$ cat src/hw/rtl/gfc_pkg.sv
// package: widths, result selects and controller/datapath interface types
`timescale 1ns / 1ps

package gfc_pkg;

	localparam int DATA_WIDTH = 16;
	localparam int CNT_W      = $clog2(DATA_WIDTH + 1);

	typedef enum logic [1:0] {
		SEL_HI   = 2'd0,
		SEL_CAND = 2'd1,
		SEL_ONE  = 2'd2,
		SEL_NONE = 2'd3
	} res_sel_t;

	typedef struct packed {
		logic     load;
		logic     next_cand;
		logic     div_start;
		logic     div_step;
		logic     div_end;
		logic     capture;
		res_sel_t sel;
		logic     out_load;
	} cmd_t;

	typedef struct packed {
		logic op;
		logic a_lt2;
		logic a_eq2;
		logic lo_zero;
		logic hi_one;
		logic cnt_last;
	} status_t;

endpackage

$ cat src/hw/rtl/gfc_dpath.sv
// datapath: operand registers, bit-serial remainder unit, result and output registers
`timescale 1ns / 1ps

module gfc_dpath (
	input  logic                            clk,
	input  logic                            arst_n,
	input  gfc_pkg::cmd_t                   cmd,
	input  logic                            op_in,
	input  logic [gfc_pkg::DATA_WIDTH-1:0]  a_in,
	input  logic [gfc_pkg::DATA_WIDTH-1:0]  b_in,
	output gfc_pkg::status_t                status,
	output logic [gfc_pkg::DATA_WIDTH-1:0]  out_result,
	output logic                            out_found
);

	localparam int W = gfc_pkg::DATA_WIDTH;

	logic                      op_q;
	logic [W-1:0]              target_q;
	logic [W-1:0]              hi_q;
	logic [W-1:0]              lo_q;
	logic [W-1:0]              cand_q;
	logic [W-1:0]              rem_q;
	logic [W-1:0]              dvd_q;
	logic [gfc_pkg::CNT_W-1:0] cnt_q;
	logic [W-1:0]              res_q;
	logic                      found_q;
	logic [W-1:0]              out_res_q;
	logic                      out_found_q;

	logic [W:0]   trial;
	logic [W:0]   diff;
	logic [W-1:0] rem_next;
	logic [W-1:0] cand_inc;

	assign trial    = {rem_q, dvd_q[W-1]};
	assign diff     = trial - {1'b0, lo_q};
	assign rem_next = (trial >= {1'b0, lo_q}) ? diff[W-1:0] : trial[W-1:0];
	assign cand_inc = cand_q + W'(1);

	always_ff @(posedge clk or negedge arst_n) begin
		if (!arst_n) begin
			cnt_q <= '0;
		end else if (cmd.div_start) begin
			cnt_q <= gfc_pkg::CNT_W'(W);
		end else if (cmd.div_step) begin
			cnt_q <= cnt_q - gfc_pkg::CNT_W'(1);
		end
	end

	always_ff @(posedge clk) begin
		if (cmd.load) begin
			op_q     <= op_in;
			target_q <= a_in;
			cand_q   <= W'(2);
			if (op_in) begin
				hi_q <= a_in;
				lo_q <= W'(2);
			end else if (a_in >= b_in) begin
				hi_q <= a_in;
				lo_q <= b_in;
			end else begin
				hi_q <= b_in;
				lo_q <= a_in;
			end
		end else if (cmd.next_cand) begin
			cand_q <= cand_inc;
			hi_q   <= target_q;
			lo_q   <= cand_inc;
		end else if (cmd.div_end) begin
			hi_q <= lo_q;
			lo_q <= rem_q;
		end

		if (cmd.div_start) begin
			rem_q <= '0;
			dvd_q <= hi_q;
		end else if (cmd.div_step) begin
			rem_q <= rem_next;
			dvd_q <= {dvd_q[W-2:0], 1'b0};
		end

		if (cmd.capture) begin
			case (cmd.sel)
				gfc_pkg::SEL_HI: begin
					res_q   <= hi_q;
					found_q <= 1'b1;
				end
				gfc_pkg::SEL_CAND: begin
					res_q   <= cand_q;
					found_q <= 1'b1;
				end
				gfc_pkg::SEL_ONE: begin
					res_q   <= W'(1);
					found_q <= 1'b1;
				end
				default: begin
					res_q   <= '0;
					found_q <= 1'b0;
				end
			endcase
		end

		if (cmd.out_load) begin
			out_res_q   <= res_q;
			out_found_q <= found_q;
		end
	end

	assign status.op       = op_q;
	assign status.a_lt2    = (target_q < W'(2));
	assign status.a_eq2    = (target_q == W'(2));
	assign status.lo_zero  = (lo_q == '0);
	assign status.hi_one   = (hi_q == W'(1));
	assign status.cnt_last = (cnt_q == gfc_pkg::CNT_W'(1));

	assign out_result = out_res_q;
	assign out_found  = out_found_q;

endmodule

$ cat src/hw/rtl/gfc_ctrl.sv
// controller: sequencing state machine and output valid flag
`timescale 1ns / 1ps

module gfc_ctrl (
	input  logic             clk,
	input  logic             arst_n,
	input  logic             in_valid,
	output logic             in_ready,
	output logic             out_valid,
	input  logic             out_ready,
	input  gfc_pkg::status_t status,
	output gfc_pkg::cmd_t    cmd
);

	typedef enum logic [5:0] {
		ST_IDLE   = 6'b000001,
		ST_DECIDE = 6'b000010,
		ST_CHECK  = 6'b000100,
		ST_DIV    = 6'b001000,
		ST_DEND   = 6'b010000,
		ST_FIN    = 6'b100000
	} state_t;

	state_t state_q;
	state_t state_n;
	logic   out_valid_q;
	logic   out_free;

	assign out_free = !out_valid_q || out_ready;
	assign in_ready = (state_q == ST_IDLE);

	always_comb begin
		state_n = state_q;
		cmd     = '0;
		cmd.sel = gfc_pkg::SEL_NONE;
		case (state_q)
			ST_IDLE: begin
				if (in_valid) begin
					cmd.load = 1'b1;
					state_n  = ST_DECIDE;
				end
			end
			ST_DECIDE: begin
				if (status.op && status.a_lt2) begin
					cmd.capture = 1'b1;
					cmd.sel     = gfc_pkg::SEL_NONE;
					state_n     = ST_FIN;
				end else if (status.op && status.a_eq2) begin
					cmd.capture = 1'b1;
					cmd.sel     = gfc_pkg::SEL_ONE;
					state_n     = ST_FIN;
				end else begin
					state_n = ST_CHECK;
				end
			end
			ST_CHECK: begin
				if (!status.lo_zero) begin
					cmd.div_start = 1'b1;
					state_n       = ST_DIV;
				end else if (!status.op) begin
					cmd.capture = 1'b1;
					cmd.sel     = gfc_pkg::SEL_HI;
					state_n     = ST_FIN;
				end else if (status.hi_one) begin
					cmd.capture = 1'b1;
					cmd.sel     = gfc_pkg::SEL_CAND;
					state_n     = ST_FIN;
				end else begin
					cmd.next_cand = 1'b1;
				end
			end
			ST_DIV: begin
				cmd.div_step = 1'b1;
				if (status.cnt_last) begin
					state_n = ST_DEND;
				end
			end
			ST_DEND: begin
				cmd.div_end = 1'b1;
				state_n     = ST_CHECK;
			end
			ST_FIN: begin
				if (out_free) begin
					cmd.out_load = 1'b1;
					state_n      = ST_IDLE;
				end
			end
			default: begin
				state_n = ST_IDLE;
			end
		endcase
	end

	always_ff @(posedge clk or negedge arst_n) begin
		if (!arst_n) begin
			state_q     <= ST_IDLE;
			out_valid_q <= 1'b0;
		end else begin
			state_q <= state_n;
			if (cmd.out_load) begin
				out_valid_q <= 1'b1;
			end else if (out_ready) begin
				out_valid_q <= 1'b0;
			end
		end
	end

	assign out_valid = out_valid_q;

endmodule

$ cat src/hw/rtl/gcd_and_first_coprime_top.sv
// top level: gcd and first-coprime unit with stream ports
//
//  channel | dir | tdata (low bit up)             | tuser
//  s_*     | in  | operand_a[15:0], operand_b     | opcode
//  m_*     | out | result[15:0]                   | found
//
// one item at a time; a remainder step runs through a one-bit-per-cycle
// shift-subtract unit
// an item's time grows with the remainder steps over all candidates and with
// the rejected candidates; coprime with operand_a below 3 needs no remainder step
// a new item is taken while the previous result waits in the output register
// reset clears the state machine and the output valid flag
`timescale 1ns / 1ps

module gcd_and_first_coprime_top (
	input  logic                              clk,
	input  logic                              arst_n,
	input  logic                              s_tvalid,
	output logic                              s_tready,
	input  logic [2*gfc_pkg::DATA_WIDTH-1:0]  s_tdata,  // operand_a, operand_b
	input  logic                              s_tuser,  // opcode
	output logic                              m_tvalid,
	input  logic                              m_tready,
	output logic [gfc_pkg::DATA_WIDTH-1:0]    m_tdata,  // result
	output logic                              m_tuser   // found
);

	localparam int W = gfc_pkg::DATA_WIDTH;

	gfc_pkg::cmd_t    cmd;
	gfc_pkg::status_t status;

	gfc_ctrl u_ctrl (
		.clk       (clk),
		.arst_n    (arst_n),
		.in_valid  (s_tvalid),
		.in_ready  (s_tready),
		.out_valid (m_tvalid),
		.out_ready (m_tready),
		.status    (status),
		.cmd       (cmd)
	);

	gfc_dpath u_dpath (
		.clk        (clk),
		.arst_n     (arst_n),
		.cmd        (cmd),
		.op_in      (s_tuser),
		.a_in       (s_tdata[W-1:0]),
		.b_in       (s_tdata[2*W-1:W]),
		.status     (status),
		.out_result (m_tdata),
		.out_found  (m_tuser)
	);

endmodule

$ cat config.mk
export PLATFORM = sky130hd
export DESIGN_NAME = gcd_and_first_coprime_top
export DESIGN_NICKNAME = d
export VERILOG_FILES = /design/src/hw/rtl/gfc_pkg.sv /design/src/hw/rtl/gfc_dpath.sv /design/src/hw/rtl/gfc_ctrl.sv /design/src/hw/rtl/gcd_and_first_coprime_top.sv
export SDC_FILE = /design/constraint.sdc
export NUM_CORES = 1
export LEC_CHECK = 0
export BUFFER_PORTS_ARGS = -buffer_cell sky130_fd_sc_hd__buf_2
export CORE_ASPECT_RATIO = 1.75
export CORE_UTILIZATION = 51
export CTS_BUF_LIST = sky130_fd_sc_hd__clkbuf_8
export DETAILED_ROUTE_END_ITERATION = 10
export PLACE_DENSITY = 0.71
export SYNTH_ARGS = -nofsm -noshare
export SYNTH_HDL_FRONTEND = slang
export SYNTH_SLANG_ARGS = --single-unit
$ cat constraint.sdc
create_clock -name clk -period 2.56 [get_ports clk]
set_input_delay 0.512 -clock clk [delete_from_list [all_inputs] [get_ports clk]]
set_output_delay 0.512 -clock clk [all_outputs]
set_load 0.005 [all_outputs]
=== Word level (Yosys, flattened, before mapping) ===
Index checks and enable logic that the tools add are counted.
Widths: inputs -> output; s select.

* Flip-flop bits (word level): 143
* Word-level logic and storage cells: 91

* $add $sub $neg: 3
* Order comparisons: 3
* Eq/ne operators: 15
* Muxes and demuxes: 45
* Reductions and logical operators: 11

{| class="wikitable"
|+ Operator list
! kind !! count
|-
| $mux 16 || 13
|-
| $mux 6 || 8
|-
| $pmux 16 s3 || 1
|-
| $pmux 6 s6 || 1
|-
| $ge 17x16->1 || 1
|-
| $add 16x1->16 const B || 1
|-
| $eq 16x1->1 const B || 1
|-
| $eq 16x2->1 const B || 1
|-
| $ge 16x16->1 || 1
|-
| $logic_not 16->1 || 1
|-
| $lt 16x2->1 const B || 1
|-
| $sub 16x16->16 || 1
|-
| $mux 3 || 5
|-
| $mux 1 || 13
|-
| $mux 5 || 2
|-
| $eq 6x1->1 const B || 1
|-
| $eq 6x2->1 const B || 1
|-
| $eq 6x3->1 const B || 1
|-
| $eq 6x4->1 const B || 1
|-
| $eq 6x5->1 const B || 1
|-
| $eq 6x6->1 const B || 1
|-
| $pmux 3 s2 || 1
|-
| $eq 5x1->1 const B || 1
|-
| $sub 5x1->5 const B || 1
|-
| other kinds (14) || 17
|}

=== Logic depth before layout (Yosys ltp) ===
Gate-level depths: netlist of the first run.

* Word-level depth: 8
* Depth in mapped cells: 10
* Mapped depth without buffers: 9

=== By module ===
Synthesis of the first run repeated with hierarchy kept, for this count alone.

* Cells, all modules: 839
* Area, all modules: 8401.8 µm²

{| class="wikitable"
|+ By module, submodules not included
! module !! instances !! cells each !! area an instance (µm²) !! seq. area each (µm²)
|-
| gfc_dpath || 1 || 793 || 7950.1 || 3738.6
|-
| gfc_ctrl || 1 || 46 || 451.7 || 176.4
|}

=== Least setup slack after synthesis of the first run ===
Ideal clock, no wire load.

* Path type: reg-to-reg
* From: reg u_ctrl.state_q[1]
* To: reg u_dpath.hi_q[0], enable pin
* Library setup time: 389 ps
* Arrival: 2410 ps
* Required time: 2171 ps
* Slack: -240 ps
* Cell stages (with the launch flop): 8
* Buffers on the path: 2
* Clock period less this slack: 2800 ps
* Cells stage by stage: dfrtp_1 or4_4 nor3b_2 and3_1 buf_4 nor2_2 buf_2 nand2_1

* Word-level cells in the longest chain between the ends: 3
* Elaborated cells on any way between the ends: 7
* Those cells by class: 3 x eq/ne; 3 x mux; 1 x reduce/logical

{| class="wikitable"
|+ Ends and longest elaborated chain
! item !! line !! source
|-
| from (decl) || gfc_ctrl.sv:24 || <nowiki>state_t state_q;</nowiki>
|-
| from (signal assigned) || gfc_ctrl.sv:99 || <nowiki>state_q <= state_n;</nowiki>
|-
| $eq 6x5->1 (tied with other cells) || gfc_ctrl.sv:36 || <nowiki>case (state_q)</nowiki>
|-
| $mux 1 or $mux 2 (tied branches) || gfc_ctrl.sv:36 ||
|-
| $reduce_bool 3->1 (no source line) (*) || - ||
|-
| to (signal assigned) || gfc_dpath.sv:63 || <nowiki>hi_q <= b_in;</nowiki>
|-
| to (signal assigned) || gfc_dpath.sv:68 || <nowiki>hi_q <= target_q;</nowiki>
|-
| to (signal assigned) || gfc_dpath.sv:71 || <nowiki>hi_q <= lo_q;</nowiki>
|-
| to (decl) || gfc_dpath.sv:20 || <nowiki>logic [W-1:0] hi_q;</nowiki>
|}

Mark *: on every way between the ends. The rest lies on a longest branch, timed or not.
A chain may end at the register's enable or synchronous reset.

=== Final worst setup path of the first run ===
* From: reg u_dpath.lo_q[8]
* To: reg u_dpath.rem_q[4]

* Word-level cells in the longest chain between the ends: 3
* Elaborated cells on any way between the ends: 5
* Those cells by class: 1 x order compare; 3 x mux; 1 x reduce/logical

{| class="wikitable"
|+ Ends and longest elaborated chain
! item !! line !! source
|-
| from (decl) || gfc_dpath.sv:21 || <nowiki>logic [W-1:0] lo_q;</nowiki>
|-
| from (signal assigned) || gfc_dpath.sv:61 || <nowiki>lo_q <= b_in;</nowiki>
|-
| from (signal assigned) || gfc_dpath.sv:64 || <nowiki>lo_q <= a_in;</nowiki>
|-
| from (signal assigned) || gfc_dpath.sv:69 || <nowiki>lo_q <= cand_inc;</nowiki>
|-
| branches (longest 3 deep; another with $ge 17x16->1) || - ||
|-
| to (signal assigned) || gfc_dpath.sv:79 || <nowiki>rem_q <= rem_next;</nowiki>
|-
| to (decl) || gfc_dpath.sv:23 || <nowiki>logic [W-1:0] rem_q;</nowiki>
|}

Parallel ways; which one is timed is not known.

==> results.md, run 1 <==
- Vias: 6786
- Routability cong.: 1.015
- Chip width: 96.29 um
- Leading cell type in the layout, fill and taps excluded: nand2_1
- Die area: 0.01608 mm2
- Yosys warns: 0
- Post-synthesis xor/xnor area fraction: 2.870%
- Largest family of logic cells by synthesized area: compound AO/OA/AOI/OAI gates
- Syn_area_per_cell: 10.20 um2
- Worst Hold Launch: s_tvalid
- Setup violations, final: 0
- R2r setup slk: 0.02 ns
- ANT cells: 0
- Relative slew slack: 57.76%
- Setup CP Type: reg2reg
- Status: completed
- CTS tree: yes
- Die Height: 167.0 um
- Number of I/O port buffers: 55
- Post-Synth Simple-Gate Area: 16.28%
- FF+latch count, synth: 143
- Hold slack: 0.2357 ns
- Post-synth ARST share: 8.392%
- DRC Markers: 0
- CP Data Required Time: 2.91 ns
- Complex-gate fraction of the synthesized area: 16.97%
- WL final: 23330 um
- Initial antenna violation count: 0
- Post-Synth Adder-Cell Area: 5.772%
- Effective utilization at floorplan: 51.81%
- Crit-path cells: inv_1 -> ha_2 -> a21o_1 -> a311o_1 -> o211ai_1 -> buf_4 -> buf_4 -> a21oi_1 -> o31ai_1
- DP Area: 0.008828 mm2
- Final Cell Area: 0.009390 mm2
- Post-DP HPWL: 17970 um
- CTS Sinks: 143
- Synth Flop Type: edfxtp_1
- Worst setup startpoint: u_dpath.lo_q[8]
- CP Data Arrival Time: 2.89 ns
- Pin count of the biggest net entering global routing: 33
- Crit path largest cell delay: 0.42 ns
- Most frequent cells in the layout: nand2_1 (103), edfxtp_1 (99), buf_4 (70)
- FP Rows: 60
- Sequential area share after synthesis: 49.35%
- Routed Antenna Nets: 0
- Critical Path Sink Type: flip-flop
- Post-layout min period: 2.535 ns
- DRT Pass-1 Iters: 5
- I/O pin cnt: 56
- Clock Tree Buf Depth: 2
- H-tree depth: 4
- Achievable frequency: 394.4 MHz
- Final hold vios: 0
- Share of cells above drive strength 1: 21.63%
- Worst slew pin tran: 0.6330 ns
- Nets: 966
- Placeable Area: 0.01531 mm2
- Leakage power: 3.986 nW
- Syn Inst Count: 778
- Clk slew on worst S/H paths: 0.09 ns
- Cell Area, Synth: 0.007934 mm2
- All-Layer GR Usage: 30.54%
- Period utilization: 99.03%
- Vias per cell: 6.214
- Clk_skew: 0.01903 ns
- Most frequent CP cell: buf_4
- Worst hold path class: in2reg
- Distinct cell type count after synthesis: 71
- Max IR drop VDD: 0.0006866 V
- Worst-Skew Late Latency: 0.46 ns
- CTS Root Buffer Type: clkbuf_8
- Vias in the first global route: 6749
- Global-route wire length before repair: 36280 um
- EDFF count, synth: 99
- Critical Path Start Type: flip-flop
- CTS Buf Count: 17
- Max-Cap Viols: 0
- Net Count, Synth: 851
- Crit Path Max Fanout: 8
- Power Density: 1038 mW/mm2
- GR Overflow Total: 0
- Critical path's slowest cell: edfxtp_1
- Fin. max-slew vios: 0
- Mux contribution to synthesized area: 4.431%
- Layout area overhead: 18.36%
- Worst reg2reg path startpoint: u_dpath.lo_q[8]
- DRT iter0 DRCs: 406
- Routed WL per cell: 21.36 um
- Unrepaired setup endpoints after global routing: yes
-- synth_stat cells, drive strengths merged, types with 4 or more instances --
library cell  count  area share, %
a211oi           16            1.5
a21o             12            1.1
a21oi            37            2.3
a22o             17            1.9
a41oi             4           0.44
and3             10           0.79
and4              5           0.55
buf              15            1.1
clkbuf           22            1.0
dfrtp            11            3.5
dfxtp            32            8.1
edfxtp           99             37
ha               35            5.5
inv              46            2.2
mux2i            34            4.3
nand2           105            5.0
nand2b            6           0.47
nand3            28            1.8
nand3b            6           0.57
nand4            14            1.1
nor2             40            2.1
nor2b             4           0.32
nor3             13           0.95
nor4             16            1.3
o211ai           12            1.2
o21a              5           0.47
o21ai            37            2.4
o21bai            4           0.38
o221ai           13            1.4
o22ai             4           0.32
o31ai            10           0.95
xnor2            17            1.9
xor2              9           0.99
-- cell families after synthesis --
group,count (synthesis)
adders and majority gates,36
buffers and inverters,83
xor gates and xnor gates,26
muxes,35
and+or+nand+nor,261
DFF,143
AOI/OAI and AO/OA,194
-- per-stage QoR --
step	setup slack (ns)	utilization, %	cells	setup TNS (ns)	power, mW
6_report	0.02481	61.32	1092	0	9.750
4_1_cts	0.01138	60.28	1079	0	9.473
3_3_place_gp	-0.04831	57.65	1046	-0.1157	7.587
2_1_floorplan	0.06299	-	778	0	6.044
3_5_place_dp	-0.1211	57.65	1046	-0.4210	7.726
5_1_grt	-0.05515	61.32	1092	-0.1769	10.25
-- routing by layer --
metal	up-vias	part of all wire [%]	track usage [%]
li1	3156	-	-
met1	3267	37	34.73
met2	275	52	52.54
met3	88	4.4	4.155
met4	0	6.5	18.56
met5	-	0	0
-- power breakdown --
group	total, mW	internal [mW]	switching, mW
registers	3.64	3.13	0.512
clock network	1.74	0.720	1.02
logic	4.37	1.86	2.51
-- path summary, 6_finish.rpt --
path	end	depth (start not counted)
worst max-delay path	u_dpath.rem_q[4]	9
worst min register to register	u_dpath.out_result[11]	0
min in group asynchronous	u_dpath.cnt_q[1]	2
worst max register to register	u_dpath.rem_q[4]	9
max in group asynchronous	u_ctrl.state_q[0]	2
worst min-delay path	u_ctrl.state_q[0]	2
-- critical path, delay by kind of cell (launching register included) --
kind	cells	cell delay (ns)
buffers and inverters	3	0.45
adder cells (fa/ha/maj)	1	0.32
flip-flops	1	0.42
AO/OA/AOI/OAI	5	1.26
-- registers in the layout, summed over array words and instances, names as in the netlist, 5 cells and up --
name and flops:
u_dpath.out_result 16, u_dpath.cnt_q 5, u_dpath.res_q 16, u_dpath.cand_q 16, u_ctrl.state_q 6, u_dpath.target_q 16, u_dpath.hi_q 16, u_dpath.lo_q 16
u_dpath.rem_q 16, u_dpath.dvd_q 16
-- layout make-up --
type | count | area [um2]
fillers | 1309 | 5924
flip-flops and latches | 143 | 3915
multi-input cells | 552 | 3744
repair buffers | 133 | 950.9
clock buffers | 17 | 234.0
well taps | 186 | 232.7
inverters | 46 | 172.7
clock inverters | 15 | 141.4
-- what timing repair did --
item | 4_1_cts | 5_1_grt
hold buffers | 1 | 0
setup endpoints to repair | 6 | 83
hold endpoints to repair | 11 | 0
cloned | 0 | 0
setup buffers | 0 | 13
pin swaps | 0 | 7
gates resized for setup | 6 | 14
No activity file was read; power rests on OpenSTA's default activity.
==> inputs of run 2 (changes only) <==
--- a/config.mk
+++ b/config.mk
@@ -7,10 +7,11 @@
 export LEC_CHECK = 0
 export BUFFER_PORTS_ARGS = -buffer_cell sky130_fd_sc_hd__buf_2
 export CORE_ASPECT_RATIO = 1.75
-export CORE_UTILIZATION = 51
+export CORE_UTILIZATION = 47
 export CTS_BUF_LIST = sky130_fd_sc_hd__clkbuf_8
+export CTS_CLUSTER_DIAMETER = 40
 export DETAILED_ROUTE_END_ITERATION = 10
-export PLACE_DENSITY = 0.71
+export PLACE_DENSITY = 0.66
 export SYNTH_ARGS = -nofsm -noshare
 export SYNTH_HDL_FRONTEND = slang
 export SYNTH_SLANG_ARGS = --single-unit
==> run 2 against run 1 <==
Effect of this change: largest cell class unchanged; sequential power about the same; first-iteration DRC count down 5.4%; die area up 8.4%.
==> results.md, run 2 (synthesis results as in run 1) <==
- Status: completed
- Global-route wire length before repair: 37640 um
- Clk_skew: 0.02289 ns
- CTS Root Buffer Type: clkbuf_8
- Max-Cap Viols: 0
- Die Height: 173.9 um
- Setup CP Type: reg2reg
- Worst reg2reg path startpoint: u_dpath.lo_q[12]
- DRC Markers: 0
- Leading cell type in the layout, fill and taps excluded: nand2_1
- Routed WL per cell: 21.06 um
- Routability cong.: 0.9489
- Vias in the first global route: 7135
- Hold slack: 0.2465 ns
- Area taken by flip-flops and latches: 0.003915 mm2
- Post-layout min period: 2.544 ns
- Number of I/O port buffers: 55
- Reg-to-reg critical path endpoint: u_dpath.rem_q[15]
- DP Area: 0.008966 mm2
- Routed Antenna Nets: 0
- Fin. max-slew vios: 0
- Crit Path Max Fanout: 15
- Max IR drop VDD: 0.0006998 V
- Achievable frequency: 393.1 MHz
- GR Overflow Total: 0
- Worst setup startpoint: u_dpath.lo_q[12]
- Vias: 6777
- Layout area overhead: 20.45%
- R2r setup slk: 0.02 ns
- DRT iter0 DRCs: 384
- Clk slew on worst S/H paths: 0.08 ns
- Final hold vios: 0
- CTS Sinks: 143
- ANT cells: 0
- Effective utilization at floorplan: 48.24%
- Pin count of the biggest net entering global routing: 33
- Relative slew slack: 58.28%
- Placeable Area: 0.01645 mm2
- DRT Pass-1 Iters: 6
- Worst-Skew Late Latency: 0.47 ns
- Power Density: 1057 mW/mm2
- Worst r2r path cells: 8
- FP Rows: 62
- WL final: 23810 um
- Chip width: 100.2 um
- H-tree depth: 4
- CP Data Required Time: 2.91 ns
- Post-DP HPWL: 18750 um
- CTS Buf Count: 17
- Fill count: 1466
- Worst hold path class: in2reg
- Die area: 0.01742 mm2
- Worst Hold Launch: s_tvalid
- Placed cells: 1096
- Clock Tree Buf Depth: 2
- Initial antenna violation count: 0
- I/O pin cnt: 56
- Final Cell Area: 0.009557 mm2
- Critical Path Start Type: flip-flop
- CTS tree: yes
- Critical Path Sink Type: flip-flop
- Vias per cell: 5.992
- Crit path to: u_dpath.rem_q[15]
- Finished Layout Cells: 1131
- Period utilization: 99.38%
- Worst slew pin tran: 0.6252 ns
- Unrepaired setup endpoints after global routing: yes
- Share of cells above drive strength 1: 21.50%
- Setup violations, final: 0
- Multi-input gate area: 0.003766 mm2
- Leakage power: 4.027 nW
- Nets: 967
- All-Layer GR Usage: 28.99%
- Most frequent cells in the layout: nand2_1 (104), edfxtp_1 (99), buf_4 (72)
- CP Data Arrival Time: 2.90 ns
run 2: worst min-delay path by stage:
stage	to	cells past startpoint
3_3_place_gp	u_ctrl.state_q[4]	1
2_1_floorplan	u_ctrl.out_valid	0
6_report	u_ctrl.state_q[0]	2
3_5_place_dp	u_dpath.out_result[10]	0
4_1_cts	u_ctrl.state_q[0]	2
5_1_grt	u_ctrl.state_q[0]	2
run 2: routing by layer:
| layer | share of wire [%] | vias up | global-route usage [%] | wire length, um |
|---|---|---|---|---|
| met1 | 34 | 3272 | 27.26 | 8019 |
| li1 | - | 3154 | - | - |
| met2 | 54 | 251 | 53.60 | 12870 |
| met3 | 4.1 | 100 | 5.242 | 975 |
| met4 | 8.2 | 0 | 22.40 | 1949 |
| met5 | 0 | - | 0 | 0 |
run 2: timing repair:
item / CTS / global route
resized for setup: 2 / 16
buffers inserted: 0 / 2
endpoints found under the hold margin: 11 / 0
hold buffers: 1 / 0
setup endpoints to repair: 83 / 72
pin swaps: 0 / 1
run 2: layout make-up:
cell class	count	area share, %
clock buffers	17	2.448
clock inverters	15	2.540
inverters	46	1.807
multi-input cells	552	39.41
flip-flops and latches	143	40.97
well taps	224	2.933
repair buffers	134	9.898
run 2: worst max-delay path, stage by stage (launching register included):
cell and delay [ns]:
edfxtp_1 0.51, inv_1 0.08, ha_1 0.34, nand2_1 0.18, o21bai_1 0.29, o211ai_1 0.17, buf_4 0.24, a2111o_1 0.44
a22o_1 0.19
run 2: per-stage QoR:
step / util, % / total power, mW / setup WS (ns) / TNS, ns
after floorplan: - / 6.044 / 0.06299 / 0
after global placement: 54.52 / 7.640 / -0.08101 / -2.319
after detailed placement: 54.52 / 7.763 / -0.1586 / -5.064
after CTS: 57.52 / 9.927 / 0.01289 / 0
final: 58.11 / 10.10 / 0.01582 / 0
after global routing: 58.11 / 10.68 / -0.04778 / -0.1050
run 2: power by group:
part,total [mW],internal (mW),switching (mW)
Clock,2.16,1.26,0.901
Sequential,3.64,3.13,0.508
Combinational,4.31,1.88,2.43
